`src/design/set_assoc_cache_replacement_defines.svh`:
```
// Assertion helpers shared by the cache replacement design.
`ifndef SET_ASSOC_CACHE_REPLACEMENT_DEFINES_SVH
`define SET_ASSOC_CACHE_REPLACEMENT_DEFINES_SVH

// Implication checked in the same cycle.
`define SACR_ASSERT_NOW(lbl, ante, cons, msg) \
    lbl: assert property (@(posedge i_clk) disable iff (!i_rst_n) (ante) |-> (cons)) \
        else $error(msg);

// Implication checked in the cycle after the antecedent.
`define SACR_ASSERT_NEXT(lbl, ante, cons, msg) \
    lbl: assert property (@(posedge i_clk) disable iff (!i_rst_n) (ante) |=> (cons)) \
        else $error(msg);

`endif

```
`src/design/sacr_pkg.sv`:
```
// ----------------------------------------------------------------------------
// sacr_pkg
// Types, sizes and helpers for the set-associative tag store.
// ----------------------------------------------------------------------------
package sacr_pkg;

    // Sets, ways, line bytes and predictor entries are powers of two.
    localparam int NUM_SETS     = 4;
    localparam int NUM_WAYS     = 2;
    localparam int LINE_BYTES   = 8;
    localparam int PRED_ENTRIES = 64;
    localparam int REGRET_DEPTH = 4;

    localparam int OFS_W  = $clog2(LINE_BYTES);
    localparam int SETB   = $clog2(NUM_SETS);
    localparam int SET_W  = (SETB > 0) ? SETB : 1;
    localparam int BLK_W  = 32 - OFS_W;
    localparam int TAG_W  = BLK_W - SETB;
    localparam int WAY_W  = (NUM_WAYS > 1) ? $clog2(NUM_WAYS) : 1;
    localparam int PRED_W = (PRED_ENTRIES > 1) ? $clog2(PRED_ENTRIES) : 1;
    localparam int RF_W   = $clog2(REGRET_DEPTH + 1);

    localparam logic [31:0] STAMP_MAX  = 32'hFFFF_FFFF;
    localparam logic [2:0]  PRED_INIT  = 3'd4;
    localparam logic [2:0]  PRED_MAX   = 3'd7;
    localparam logic [1:0]  RRPV_FILL  = 2'd2;
    localparam logic [1:0]  RRPV_TOP   = 2'd3;
    localparam logic [15:0] LFSR_SEED  = 16'h0001;
    localparam logic [15:0] LFSR_TAPS  = 16'hB400;

    typedef enum logic [2:0] {
        POL_LRU     = 3'd0,
        POL_FIFO    = 3'd1,
        POL_RANDOM  = 3'd2,
        POL_SRRIP   = 3'd3,
        POL_HAWKEYE = 3'd4,
        POL_DRP     = 3'd5
    } t_policy;

    typedef enum logic [1:0] {
        ST_IDLE,
        ST_LOOKUP,
        ST_UPDATE
    } t_state;

    typedef struct packed {
        logic accept;
        logic lookup;
        logic update;
    } t_cmd;

    typedef struct packed {
        logic              valid;
        logic [TAG_W-1:0]  tag;
        logic [31:0]       last_use;
        logic [31:0]       fill;
        logic [1:0]        rrpv;
        logic [PRED_W-1:0] pidx;
        logic              reused;
        logic              stable;
    } t_line;

    typedef t_line [NUM_WAYS-1:0] t_row;

    typedef struct packed {
        logic [31:0] access_pc;
        logic [31:0] access_address;
    } t_access;

    typedef struct packed {
        logic        hit;
        logic        evicted;
        logic [2:0]  way_used;
        logic [28:0] victim_block_address;
        logic [31:0] hit_total;
        logic [31:0] miss_total;
        logic [31:0] eviction_total;
    } t_result;

    function automatic logic [31:0] sat_inc(input logic [31:0] v);
        return (v == STAMP_MAX) ? v : v + 32'd1;
    endfunction

endpackage

```
`src/design/set_assoc_cache_replacement.sv`:
```
// The result strobe o_done is registered from the update step, which follows
// the lookup step after start is taken. A new access is taken only in idle, so
// one access at a time runs; the update step uses the registered predictor read.
// Reset is synchronous and active low: it clears all lines, counters and
// predictor valid bits at once, with no clearing pass.
`include "set_assoc_cache_replacement_defines.svh"
// ----------------------------------------------------------------------------
// set_assoc_cache_replacement
// Set-associative tag store with selectable replacement policy.
// ----------------------------------------------------------------------------
module set_assoc_cache_replacement
    import sacr_pkg::*;
(
    input  logic       i_clk,
    input  logic       i_rst_n,
    input  logic       start,
    output logic       busy,
    input  t_access    i_access,
    input  logic       i_cfg_we,
    input  logic [2:0] i_cfg_wdata,
    output logic       o_done,
    output t_result    o_result
);

    t_cmd cmd;

    sacr_ctrl u_ctrl (
        .i_clk   (i_clk),
        .i_rst_n (i_rst_n),
        .start   (start),
        .busy    (busy),
        .o_cmd   (cmd)
    );

    sacr_dp u_dp (
        .i_clk       (i_clk),
        .i_rst_n     (i_rst_n),
        .i_cmd       (cmd),
        .i_access    (i_access),
        .i_cfg_we    (i_cfg_we),
        .i_cfg_wdata (i_cfg_wdata),
        .o_done      (o_done),
        .o_result    (o_result)
    );

    `SACR_ASSERT_NEXT(a_accept_busy, start && !busy, busy, "accepted transaction not busy")
    `SACR_ASSERT_NOW(a_done_latency, start && !busy, ##3 o_done, "result strobe late")
    `SACR_ASSERT_NOW(a_hit_no_evict, o_done && o_result.hit,
        !o_result.evicted && o_result.victim_block_address == 29'd0, "hit with eviction")
    `SACR_ASSERT_NOW(a_done_idle, o_done, !busy, "result while busy")

endmodule

```
`src/design/sacr_ctrl.sv`:
```
// ----------------------------------------------------------------------------
// sacr_ctrl
// Sequencer for one access: accept, lookup, update.
// ----------------------------------------------------------------------------
module sacr_ctrl
    import sacr_pkg::*;
(
    input  logic i_clk,
    input  logic i_rst_n,
    input  logic start,
    output logic busy,
    output t_cmd o_cmd
);

    t_state r_state;
    t_state n_state;

    always_ff @(posedge i_clk) begin
        if (!i_rst_n) begin
            r_state <= ST_IDLE;
        end else begin
            r_state <= n_state;
        end
    end

    always_comb begin
        n_state = r_state;
        case (r_state)
            ST_IDLE:   if (start) n_state = ST_LOOKUP;
            ST_LOOKUP: n_state = ST_UPDATE;
            ST_UPDATE: n_state = ST_IDLE;
            default:   n_state = ST_IDLE;
        endcase
    end

    always_comb begin
        o_cmd = '0;
        busy  = 1'b1;
        case (r_state)
            ST_IDLE: begin
                busy         = 1'b0;
                o_cmd.accept = start;
            end
            ST_LOOKUP: o_cmd.lookup = 1'b1;
            ST_UPDATE: o_cmd.update = 1'b1;
            default:   busy = 1'b1;
        endcase
    end

endmodule

```
`src/design/sacr_dp.sv`:
```
// ----------------------------------------------------------------------------
// sacr_dp
// Tag store, replacement state, predictor memory and statistics.
// ----------------------------------------------------------------------------
module sacr_dp
    import sacr_pkg::*;
(
    input  logic        i_clk,
    input  logic        i_rst_n,
    input  t_cmd        i_cmd,
    input  t_access     i_access,
    input  logic        i_cfg_we,
    input  logic [2:0]  i_cfg_wdata,
    output logic        o_done,
    output t_result     o_result
);

    logic [2:0]        r_policy;
    t_row              r_rows [NUM_SETS];
    logic [31:0]       r_clk;
    logic [15:0]       r_lfsr, n_lfsr;
    logic [31:0]       r_hits, r_misses, r_evicts;
    logic [BLK_W-1:0]  r_regret [REGRET_DEPTH];
    logic [RF_W-1:0]   r_rfill;
    logic [2:0]        r_pmem [PRED_ENTRIES];
    logic [PRED_ENTRIES-1:0] r_pvld;

    // Access captured at accept.
    logic [31:0]       r_pc;
    logic [BLK_W-1:0]  r_blk;
    t_row              r_row;

    // Lookup decision.
    logic              r_hit, r_evict;
    logic [WAY_W-1:0]  r_way;
    logic [BLK_W-1:0]  r_victim;
    t_row              r_new_row;
    logic [PRED_W-1:0] r_vic_pidx;
    logic              r_vic_reused;
    logic [2:0]        r_prd_a, r_prd_b;
    logic              r_pva, r_pvb;

    t_policy           mode;
    logic [SET_W-1:0]  set_idx, cur_set;
    logic [TAG_W-1:0]  tag;
    logic [PRED_W-1:0] pc_idx;

    logic              hit, full, evict, seen;
    logic [WAY_W-1:0]  hit_way, empty_way, vic_way, way;
    logic [WAY_W-1:0]  lru_way, fifo_way, drp_way, srrip_way;
    logic              drp_un_f, drp_st_f;
    logic [WAY_W-1:0]  drp_un, drp_st;
    logic [1:0]        rmax;
    logic [BLK_W-1:0]  victim;
    t_row              new_row;

    logic              train;
    logic [2:0]        vic_val, trained, pc_val;
    t_row              fin_row;
    logic [31:0]       n_hits, n_misses, n_evicts;

    logic [BLK_W-1:0]  acc_blk;

    assign acc_blk = i_access.access_address[31:OFS_W];
    assign mode    = (r_policy > 3'(POL_DRP)) ? POL_LRU : t_policy'(r_policy);
    assign set_idx = SET_W'(r_blk % NUM_SETS);
    assign cur_set = SET_W'(acc_blk % NUM_SETS);
    assign tag     = TAG_W'(r_blk >> SETB);
    assign pc_idx  = PRED_W'(r_pc % PRED_ENTRIES);

    // ---------------- lookup ----------------
    always_comb begin
        hit       = 1'b0;
        hit_way   = '0;
        full      = 1'b1;
        empty_way = '0;
        for (int w = NUM_WAYS - 1; w >= 0; w--) begin
            if (r_row[w].valid && r_row[w].tag == tag) begin
                hit     = 1'b1;
                hit_way = WAY_W'(w);
            end
            if (!r_row[w].valid) begin
                full      = 1'b0;
                empty_way = WAY_W'(w);
            end
        end
    end

    always_comb begin
        lru_way  = '0;
        fifo_way = '0;
        srrip_way = '0;
        rmax     = r_row[0].rrpv;
        drp_un_f = 1'b0;
        drp_st_f = 1'b0;
        drp_un   = '0;
        drp_st   = '0;
        for (int w = 1; w < NUM_WAYS; w++) begin
            if (r_row[w].last_use < r_row[lru_way].last_use) lru_way = WAY_W'(w);
            if (r_row[w].fill < r_row[fifo_way].fill) fifo_way = WAY_W'(w);
            if (r_row[w].rrpv > rmax) begin
                rmax      = r_row[w].rrpv;
                srrip_way = WAY_W'(w);
            end
        end
        for (int w = 0; w < NUM_WAYS; w++) begin
            if (!r_row[w].stable) begin
                if (!drp_un_f || r_row[w].last_use < r_row[drp_un].last_use) begin
                    drp_un = WAY_W'(w);
                end
                drp_un_f = 1'b1;
            end else begin
                if (!drp_st_f || r_row[w].last_use < r_row[drp_st].last_use) begin
                    drp_st = WAY_W'(w);
                end
                drp_st_f = 1'b1;
            end
        end
        drp_way = drp_un_f ? drp_un : drp_st;
    end

    always_comb begin
        evict  = !hit && full;
        n_lfsr = r_lfsr;
        case (mode)
            POL_FIFO:   vic_way = fifo_way;
            POL_RANDOM: begin
                n_lfsr  = (r_lfsr >> 1) ^ (r_lfsr[0] ? LFSR_TAPS : 16'h0000);
                vic_way = WAY_W'(n_lfsr % NUM_WAYS);
            end
            POL_SRRIP:  vic_way = srrip_way;
            POL_DRP:    vic_way = drp_way;
            default:    vic_way = lru_way;
        endcase
        way    = hit ? hit_way : (full ? vic_way : empty_way);
        victim = evict ? BLK_W'({r_row[vic_way].tag, set_idx} >> (SET_W - SETB)) : '0;
    end

    // The victim pushed by this access can never match the filling block, so only
    // the entry that the push drops is left out.
    always_comb begin
        seen = 1'b0;
        for (int j = 0; j < REGRET_DEPTH; j++) begin
            if (RF_W'(j) < r_rfill && r_regret[j] == r_blk &&
                !(j == 0 && r_rfill == RF_W'(REGRET_DEPTH) && evict)) begin
                seen = 1'b1;
            end
        end
    end

    always_comb begin
        new_row = r_row;
        if (hit) begin
            if (mode == POL_LRU || mode == POL_HAWKEYE || mode == POL_DRP) begin
                new_row[way].last_use = r_clk;
            end
            if (mode == POL_SRRIP) new_row[way].rrpv = 2'd0;
            if (mode == POL_HAWKEYE) new_row[way].reused = 1'b1;
        end else begin
            if (evict && mode == POL_SRRIP) begin
                for (int w = 0; w < NUM_WAYS; w++) begin
                    new_row[w].rrpv = r_row[w].rrpv + (RRPV_TOP - rmax);
                end
            end
            new_row[way].valid    = 1'b1;
            new_row[way].tag      = tag;
            new_row[way].fill     = r_clk;
            new_row[way].last_use = r_clk;
            case (mode)
                POL_SRRIP: new_row[way].rrpv = RRPV_FILL;
                POL_HAWKEYE: begin
                    new_row[way].pidx   = pc_idx;
                    new_row[way].reused = 1'b0;
                end
                POL_DRP: new_row[way].stable = seen;
                default: new_row[way].stable = r_row[way].stable;
            endcase
        end
    end

    // ---------------- update ----------------
    always_comb begin
        train   = r_evict && mode == POL_HAWKEYE;
        vic_val = r_pvb ? r_prd_b : PRED_INIT;
        if (r_vic_reused) begin
            trained = (vic_val < PRED_MAX) ? vic_val + 3'd1 : vic_val;
        end else begin
            trained = (vic_val > 3'd0) ? vic_val - 3'd1 : vic_val;
        end
        pc_val  = (train && pc_idx == r_vic_pidx) ? trained : (r_pva ? r_prd_a : PRED_INIT);
        fin_row = r_new_row;
        if (mode == POL_HAWKEYE && !r_hit && pc_val < PRED_INIT) begin
            fin_row[r_way].last_use = '0;
        end
        n_hits   = r_hit ? sat_inc(r_hits) : r_hits;
        n_misses = r_hit ? r_misses : sat_inc(r_misses);
        n_evicts = r_evict ? sat_inc(r_evicts) : r_evicts;
    end

    // Line state is small and fully reset.
    always_ff @(posedge i_clk) begin
        if (!i_rst_n) begin
            for (int s = 0; s < NUM_SETS; s++) begin
                for (int w = 0; w < NUM_WAYS; w++) begin
                    r_rows[s][w]      <= '0;
                    r_rows[s][w].rrpv <= RRPV_FILL;
                end
            end
        end else if (i_cmd.update) begin
            r_rows[set_idx] <= fin_row;
        end
    end

    always_ff @(posedge i_clk) begin
        if (!i_rst_n) begin
            r_policy <= 3'(POL_LRU);
            r_clk    <= '0;
            r_lfsr   <= LFSR_SEED;
            r_hits   <= '0;
            r_misses <= '0;
            r_evicts <= '0;
            r_rfill  <= '0;
            r_pvld   <= '0;
            o_done   <= 1'b0;
        end else begin
            o_done <= i_cmd.update;
            if (i_cfg_we) r_policy <= i_cfg_wdata;
            if (i_cmd.accept) r_clk <= sat_inc(r_clk);
            // The generator steps only when a random victim is actually drawn.
            if (i_cmd.lookup && evict) r_lfsr <= n_lfsr;
            if (i_cmd.update) begin
                r_hits   <= n_hits;
                r_misses <= n_misses;
                r_evicts <= n_evicts;
                if (r_evict && mode == POL_DRP && r_rfill < RF_W'(REGRET_DEPTH)) begin
                    r_rfill <= r_rfill + RF_W'(1);
                end
                if (train) r_pvld[r_vic_pidx] <= 1'b1;
            end
        end
    end

    // Regret buffer holds undefined data until written; the fill count guards it.
    always_ff @(posedge i_clk) begin
        if (i_cmd.update && r_evict && mode == POL_DRP) begin
            for (int j = 0; j < REGRET_DEPTH; j++) begin
                if (r_rfill == RF_W'(REGRET_DEPTH)) begin
                    if (j == REGRET_DEPTH - 1) r_regret[j] <= r_victim;
                    else r_regret[j] <= r_regret[j+1];
                end else if (RF_W'(j) == r_rfill) begin
                    r_regret[j] <= r_victim;
                end
            end
        end
    end

    // Predictor memory: two registered reads in lookup, one write in update.
    always_ff @(posedge i_clk) begin
        if (i_cmd.lookup) begin
            r_prd_a <= r_pmem[pc_idx];
            r_prd_b <= r_pmem[r_row[vic_way].pidx];
        end
        if (i_cmd.update && train) begin
            r_pmem[r_vic_pidx] <= trained;
        end
    end

    always_ff @(posedge i_clk) begin
        if (i_cmd.accept) begin
            r_pc  <= i_access.access_pc;
            r_blk <= acc_blk;
            r_row <= r_rows[cur_set];
        end
        if (i_cmd.lookup) begin
            r_hit         <= hit;
            r_evict       <= evict;
            r_way         <= way;
            r_victim      <= victim;
            r_new_row     <= new_row;
            r_vic_pidx    <= r_row[vic_way].pidx;
            r_vic_reused  <= r_row[vic_way].reused;
            r_pva         <= r_pvld[pc_idx];
            r_pvb         <= r_pvld[r_row[vic_way].pidx];
        end
        if (i_cmd.update) begin
            o_result.hit                  <= r_hit;
            o_result.evicted              <= r_evict;
            o_result.way_used             <= 3'(r_way);
            o_result.victim_block_address <= 29'(r_victim);
            o_result.hit_total            <= n_hits;
            o_result.miss_total           <= n_misses;
            o_result.eviction_total       <= n_evicts;
        end
    end

endmodule

```
`config.mk`:
```
export PLATFORM = sky130hd
export DESIGN_NAME = set_assoc_cache_replacement
export DESIGN_NICKNAME = d
export VERILOG_FILES = /design/src/design/sacr_pkg.sv /design/src/design/set_assoc_cache_replacement.sv /design/src/design/sacr_ctrl.sv /design/src/design/sacr_dp.sv
export VERILOG_INCLUDE_DIRS = /design/src /design/src/design
export SDC_FILE = /design/constraint.sdc
export NUM_CORES = 2
export LEC_CHECK = 0
export ABC_AREA = 1
export BUFFER_PORTS_ARGS = -buffer_cell sky130_fd_sc_hd__buf_4
export CELL_PAD_IN_SITES_DETAIL_PLACEMENT = 1
export CELL_PAD_IN_SITES_GLOBAL_PLACEMENT = 2
export CORE_ASPECT_RATIO = 0.9
export CORE_MARGIN = 3
export CORE_UTILIZATION = 45
export DETAILED_ROUTE_END_ITERATION = 10
export GPL_ROUTABILITY_DRIVEN = 0
export PLACE_DENSITY_LB_ADDON = 0.1
export SLEW_MARGIN = 20
export SYNTH_ARGS = -nofsm -noshare
export SYNTH_HDL_FRONTEND = slang
export SYNTH_SLANG_ARGS = --single-unit
```
`constraint.sdc`:
```
create_clock -name i_clk -period 18.9 [get_ports i_clk]
set_clock_uncertainty 0.1 [all_clocks]
set_input_delay 3.78 -clock i_clk [delete_from_list [all_inputs] [get_ports i_clk]]
set_output_delay 3.78 -clock i_clk [all_outputs]
set_load 0.005 [all_outputs]
```
After elaboration in Yosys (flattened, before gate mapping)
Memories as Yosys holds them, arrays and structs flattened. A register that Yosys moved wholly into a read port is not among the register bits.
Cells that the tools add are included.
W data, S select, Z words.
Storage, ports and cells
  word-level logic and storage cells: 292
  register bits after elaboration: 625
  bits of input ports: 71
  memories kept: 3
  RAM bits: 1124
Cells by class
  bitwise logic cells: 15
  $lt $le $gt $ge: 21
  reductions and logical operators: 39
  equality and inequality tests: 23
  $add $sub $neg: 10
  muxes and demuxes: 138
Memory list
  u_dp.r_rows: words 4, width 204, read ports 1, clocked after Yosys merged registers in 1, wr ports 4, line sacr_dp.sv:19  | t_row r_rows [NUM_SETS];
  u_dp.r_pmem: words 64, width 3, read ports 2, clocked after Yosys merged registers in 2, wr ports 1, line sacr_dp.sv:25  | logic [2:0] r_pmem [PRED_ENTRIES];
  u_dp.r_regret: words 4, width 29, read ports 4, clocked after Yosys merged registers in 0, wr ports 4, line sacr_dp.sv:23  | logic [BLK_W-1:0] r_regret [REGRET_DEPTH];
Operators with widths (number)
  $bwmux W204: 13
  $mux W204: 8
  $demux W102 S1: 9
  $pmux W204 S3: 1
  $mux W101: 3
  $reduce_or A204 Y1: 1
  $mux W32: 6
  $mux W74: 2
  $add A32 B1 Y32 const B: 4
  $eq A32 B32 Y1 const B: 4
  $eq A29 B29 Y1: 4
  $mux W29: 4
  $mux W102: 1
  $lt A32 B32 Y1: 2
  $or A64 B64 Y64: 1
  $mux W1: 58
  $eq A27 B27 Y1: 2
  $mux W42: 1
  $mux W2: 16
  $mux W3: 8
  $logic_and A1 B1 Y1: 23
  $lt A6 B7 Y1 const B: 3
  $mux W16: 1
  $xor A15 B16 Y16: 1
  other kinds (35): 70

Depth between registers and ports, before layout
  depth in word-level cells: 21
  mapped depth: 27
  mapped depth without buffers: 26

Modules after synthesis
Synthesis repeated with hierarchy kept, for this count alone.
Second synthesis, totals
  cell total of the unflattened synthesis: 8326
  area total of the unflattened synthesis: 85771.0 sq um
Modules (own cells, without submodules)
  sacr_dp: area an instance 85668.4 sq um, times used 1, cells an instance 8312
  sacr_ctrl: area an instance 102.6 sq um, times used 1, cells an instance 14

Worst setup path before layout
No wires, ideal clock.
  kind: input port to flip-flop
  from: in start
  to: reg u_dp.r_clk[31]
  arrival: 10.438 ns
  slack: 8.241 ns
  cell stages on the path: 15
  setup time: 0.121 ns
  required time: 18.679 ns
  cells stage by stage: nand2_1 inv_1 nand2_2 nor2_1 nand2_1 nor2_1 nand3_1 nor2_1 nand2_1 nor3_2 nand2_1 nor2_2 nand2_1 o21ai_0 a21oi_1
RTL lines
  start, declared: line set_assoc_cache_replacement.sv:16  | input logic start,
  end signal, assigned: line sacr_dp.sv:228  | if (i_cmd.accept) r_clk <= sat_inc(r_clk);
  end, declared: line sacr_dp.sv:20  | logic [31:0] r_clk;

==> flow_metrics.tcl <==
set metrics [dict create \
    vias 61600 \
    fill_cells 20500 \
    slew_headroom_pct 28.0 \
    setup_violations 0 \
    place_hpwl_mm 155 \
    fin_area_um2 95500 \
    vdd_drop_max_uv 108 \
    synth-async-reset-ratio_pct 0 \
    clockBufferDepth 3 \
    cp-end-kind "flip-flop" \
    cts_resized 0 \
    post-cts-setup-buffer-count 0 \
    wl_per_cell_um 23.5 \
    synthTopCellsByArea "edfxtp_1 61%, nor2_1 7.5%, o21ai_0 5.4%" \
    min_period_over_period_pct 42.7 \
    die_h_um 420 \
    clk_latency_ns 0.86 \
    p_int_w 0.00736 \
    drt-initial-drc-count 5020 \
    fin_nets 8459 \
    ys.flop_type "edfxtp_1" \
    cp_cell_sequence "buf_4, inv_6, nor2_1, inv_1, nor3_1, inv_8, nand2_4, buf_4, buf_4" \
    areaGrowthSynthToFinish_pct 11.5 \
    start_util_pct 45.4 \
    p_sw_share_pct 25.5 \
    grt_usage_pct 26.2 \
    cts_made_buffers 204 \
    yosysWarnings 0 \
    critical_path_class "in -> reg" \
    cts_htree_levels 4 \
    first_pass_iters 6 \
    cts.sinks 1957 \
    p_leak_nw 36.9 \
    status "completed" \
    clkTransAtPathRegs_ns 0.06 \
    hold_class "reg -> reg" \
    power_density_nw_per_um2 103 \
    drv_cap 0 \
    row_count 151 \
    synth_cell_types 62 \
    hold_viol_final 0 \
    syn_area_um2 85600 \
    p_switching_w 0.00251 \
    cpPeakStageDelay_ns 0.83 \
    die-area_um2 196000 \
    crit_arrival_ns 8.43 \
    rsz0062_at_grt "no" \
    crit_family "buffers and inverters" \
    report.final.slew_viol_count 0 \
    avgSynthCellArea_um2 10.3 \
    layout_common_cells "1740 x edfxtp_1, 1702 x nor2_1, 968 x nand2_1, 915 x o21ai_0, 893 x inv_1" \
    gr-total-overflow 0 \
    layout_min_cycle_time_ns 8.07 \
    ys_ff_latch 1957 \
    crit_path_frequent_cell "buf_4" \
    seqCellArea_um2 56600 \
    synth_top_area_cell "edfxtp_1" \
    ys_seq_area_share_pct 66.1 \
    fin_setup_tns_ns 0 \
    crit_required_ns 19.26 \
    tightest_slew_ns 1.08 \
    core_area_um2 189000 \
    critical_path.max_fanout 52 \
    critPathSlowestCell "buf_4" \
    grt_pass1_vias 63700 \
    p_clk_share_pct 39.9 \
    cp_num_buf_inv 6 \
    final_common_cell "edfxtp_1" \
    die_x_um 466 \
    placed_area_um2 89000 \
    cts_root_buffer "clkbuf_16" \
    fmaxAchievable_mhz 124 \
    hold_buffers 0 \
    grt_pass1_wl_mm 392 \
    drc_errors 0 \
    drive_above_1_share_pct 7.37 \
    pwr-share-comb_pct 9.4 \
    viasPerCell 5.59 \
    critPathLaunchType "primary input" \
    ios 203 \
    synth_edf_count 1740 \
    multi_input_area_um2 23800 \
    ant_nets 0 \
    power_frac_seq_pct 50.7 \
    synthCells 8301 \
    place.port_buffers 171 \
    cts_tree "done" \
    yosysTopAreaCellShare_pct 61.0 \
    wl_mm 259 \
    antenna_found_initial 10 \
    grt_max_degree 169 \
]
worst reg2reg max path, delay by kind of cell (launching register included):
kind	cells	cell delay, ns
AOI/OAI and AO/OA	3	0.59
adders and majority gates	1	0.30
buffers and inverters	7	2.04
DFF	1	0.39
and+or+nand+nor	10	1.93
synth_stat cells, drive strengths merged, types with 88 or more instances:
library cell	number
a21oi	203
buf	115
clkbuf	327
dfxtp	217
edfxtp	1740
inv	921
nand2	988
nand3	326
nor2	1711
nor3	88
o21ai	963
o22ai	226
xor2	121
worst paths after layout:
kind,depth (start not counted),start,to,slack (ns)
worst min register to register,2,u_dp.r_pvld[16]$_SDFFE_PN0P_,u_dp.r_pvld[16]$_SDFFE_PN0P_,0.37
worst max register to register,21,u_dp.r_row[57]$_DFFE_PP_,u_dp.r_new_row[105]$_DFFE_PN_,13.22
worst max-delay path,9,i_rst_n,u_dp.r_rows[2][87]$_SDFFCE_PN0P_,10.83
worst min-delay path,2,u_dp.r_pvld[16]$_SDFFE_PN0P_,u_dp.r_pvld[16]$_SDFFE_PN0P_,0.37
state kept, by name, indices dropped and copies added (netlist names), 2 cells and up:
signal / flops
u_dp.r_rows: 816
u_dp.r_new_row: 204
u_dp.r_rfill: 3
u_dp.r_clk: 32
u_dp.r_evicts: 32
u_dp.r_pc: 6
u_dp.r_row: 204
u_dp.r_vic_pidx: 6
u_dp.r_hits: 32
u_dp.r_policy: 3
u_dp.r_lfsr: 16
u_dp.o_result: 128
u_dp.r_pvld: 64
u_dp.r_blk: 29
u_dp.r_victim: 29
u_ctrl.r_state: 2
u_dp.r_misses: 32
u_dp.r_prd_b: 3
u_dp.r_regret: 116
u_dp.r_pmem: 192
per-stage QoR:
stage | utilization, % | setup slack (ns) | power (W) | instances | hold WS, ns
floorplan | - | 8.24 | 0.00568 | 8302 | 0.340
global placement | 47.2 | 9.95 | 0.00600 | 10600 | 0.351
detailed placement | 47.2 | 9.92 | 0.00603 | 10600 | 0.364
CTS | 50.6 | 10.82 | 0.00996 | 11000 | 0.378
global route | 50.6 | 10.60 | 0.0102 | 11000 | 0.403
finish | 50.6 | 10.83 | 0.00988 | 11000 | 0.371
cells by family (layout without fill, tap and decap cells):
group	Yosys count	after routing	synth area share [%]
AOI/OAI and AO/OA	1487	1487	9.43
xor gates and xnor gates	154	154	1.58
adders and majority gates	77	77	1.13
buffers and inverters	1371	1554	6.27
DFF	1957	1957	66.1
other	1	8	0.00438
and+or+nand+nor	3254	3254	15.5
power groups by stage:
stage / sequential, W / clock, W / combinational (W)
3_3_place_gp: 0.00509 / 0 / 0.000903
6_report: 0.00501 / 0.00394 / 0.000926
4_1_cts: 0.00501 / 0.00402 / 0.000932
5_1_grt: 0.00502 / 0.00418 / 0.00103
3_5_place_dp: 0.00510 / 0 / 0.000927
2_1_floorplan: 0.00509 / 0 / 0.000588
routing by layer:
| metal | global-route usage [%] | vias to the layer above | wire (µm) |
|---|---|---|---|
| li1 | - | 28200 | - |
| met1 | 36.4 | 31400 | 116000 |
| met2 | 43.9 | 1542 | 124000 |
| met3 | 3.24 | 358 | 12800 |
| met4 | 6.56 | 2 | 5630 |
| met5 | 0 | - | 13 |
layout make-up:
class	count	share of cell area, %
diodes	6	0.0157
flip-flops and latches	1957	59.3
clock inverters	104	0.914
multi-input cells	4974	24.9
clock buffers	276	5.85
well taps	2524	3.31
repair buffers	245	2.01
inverters	929	3.73
No activity file was read; power rests on OpenSTA's default activity.
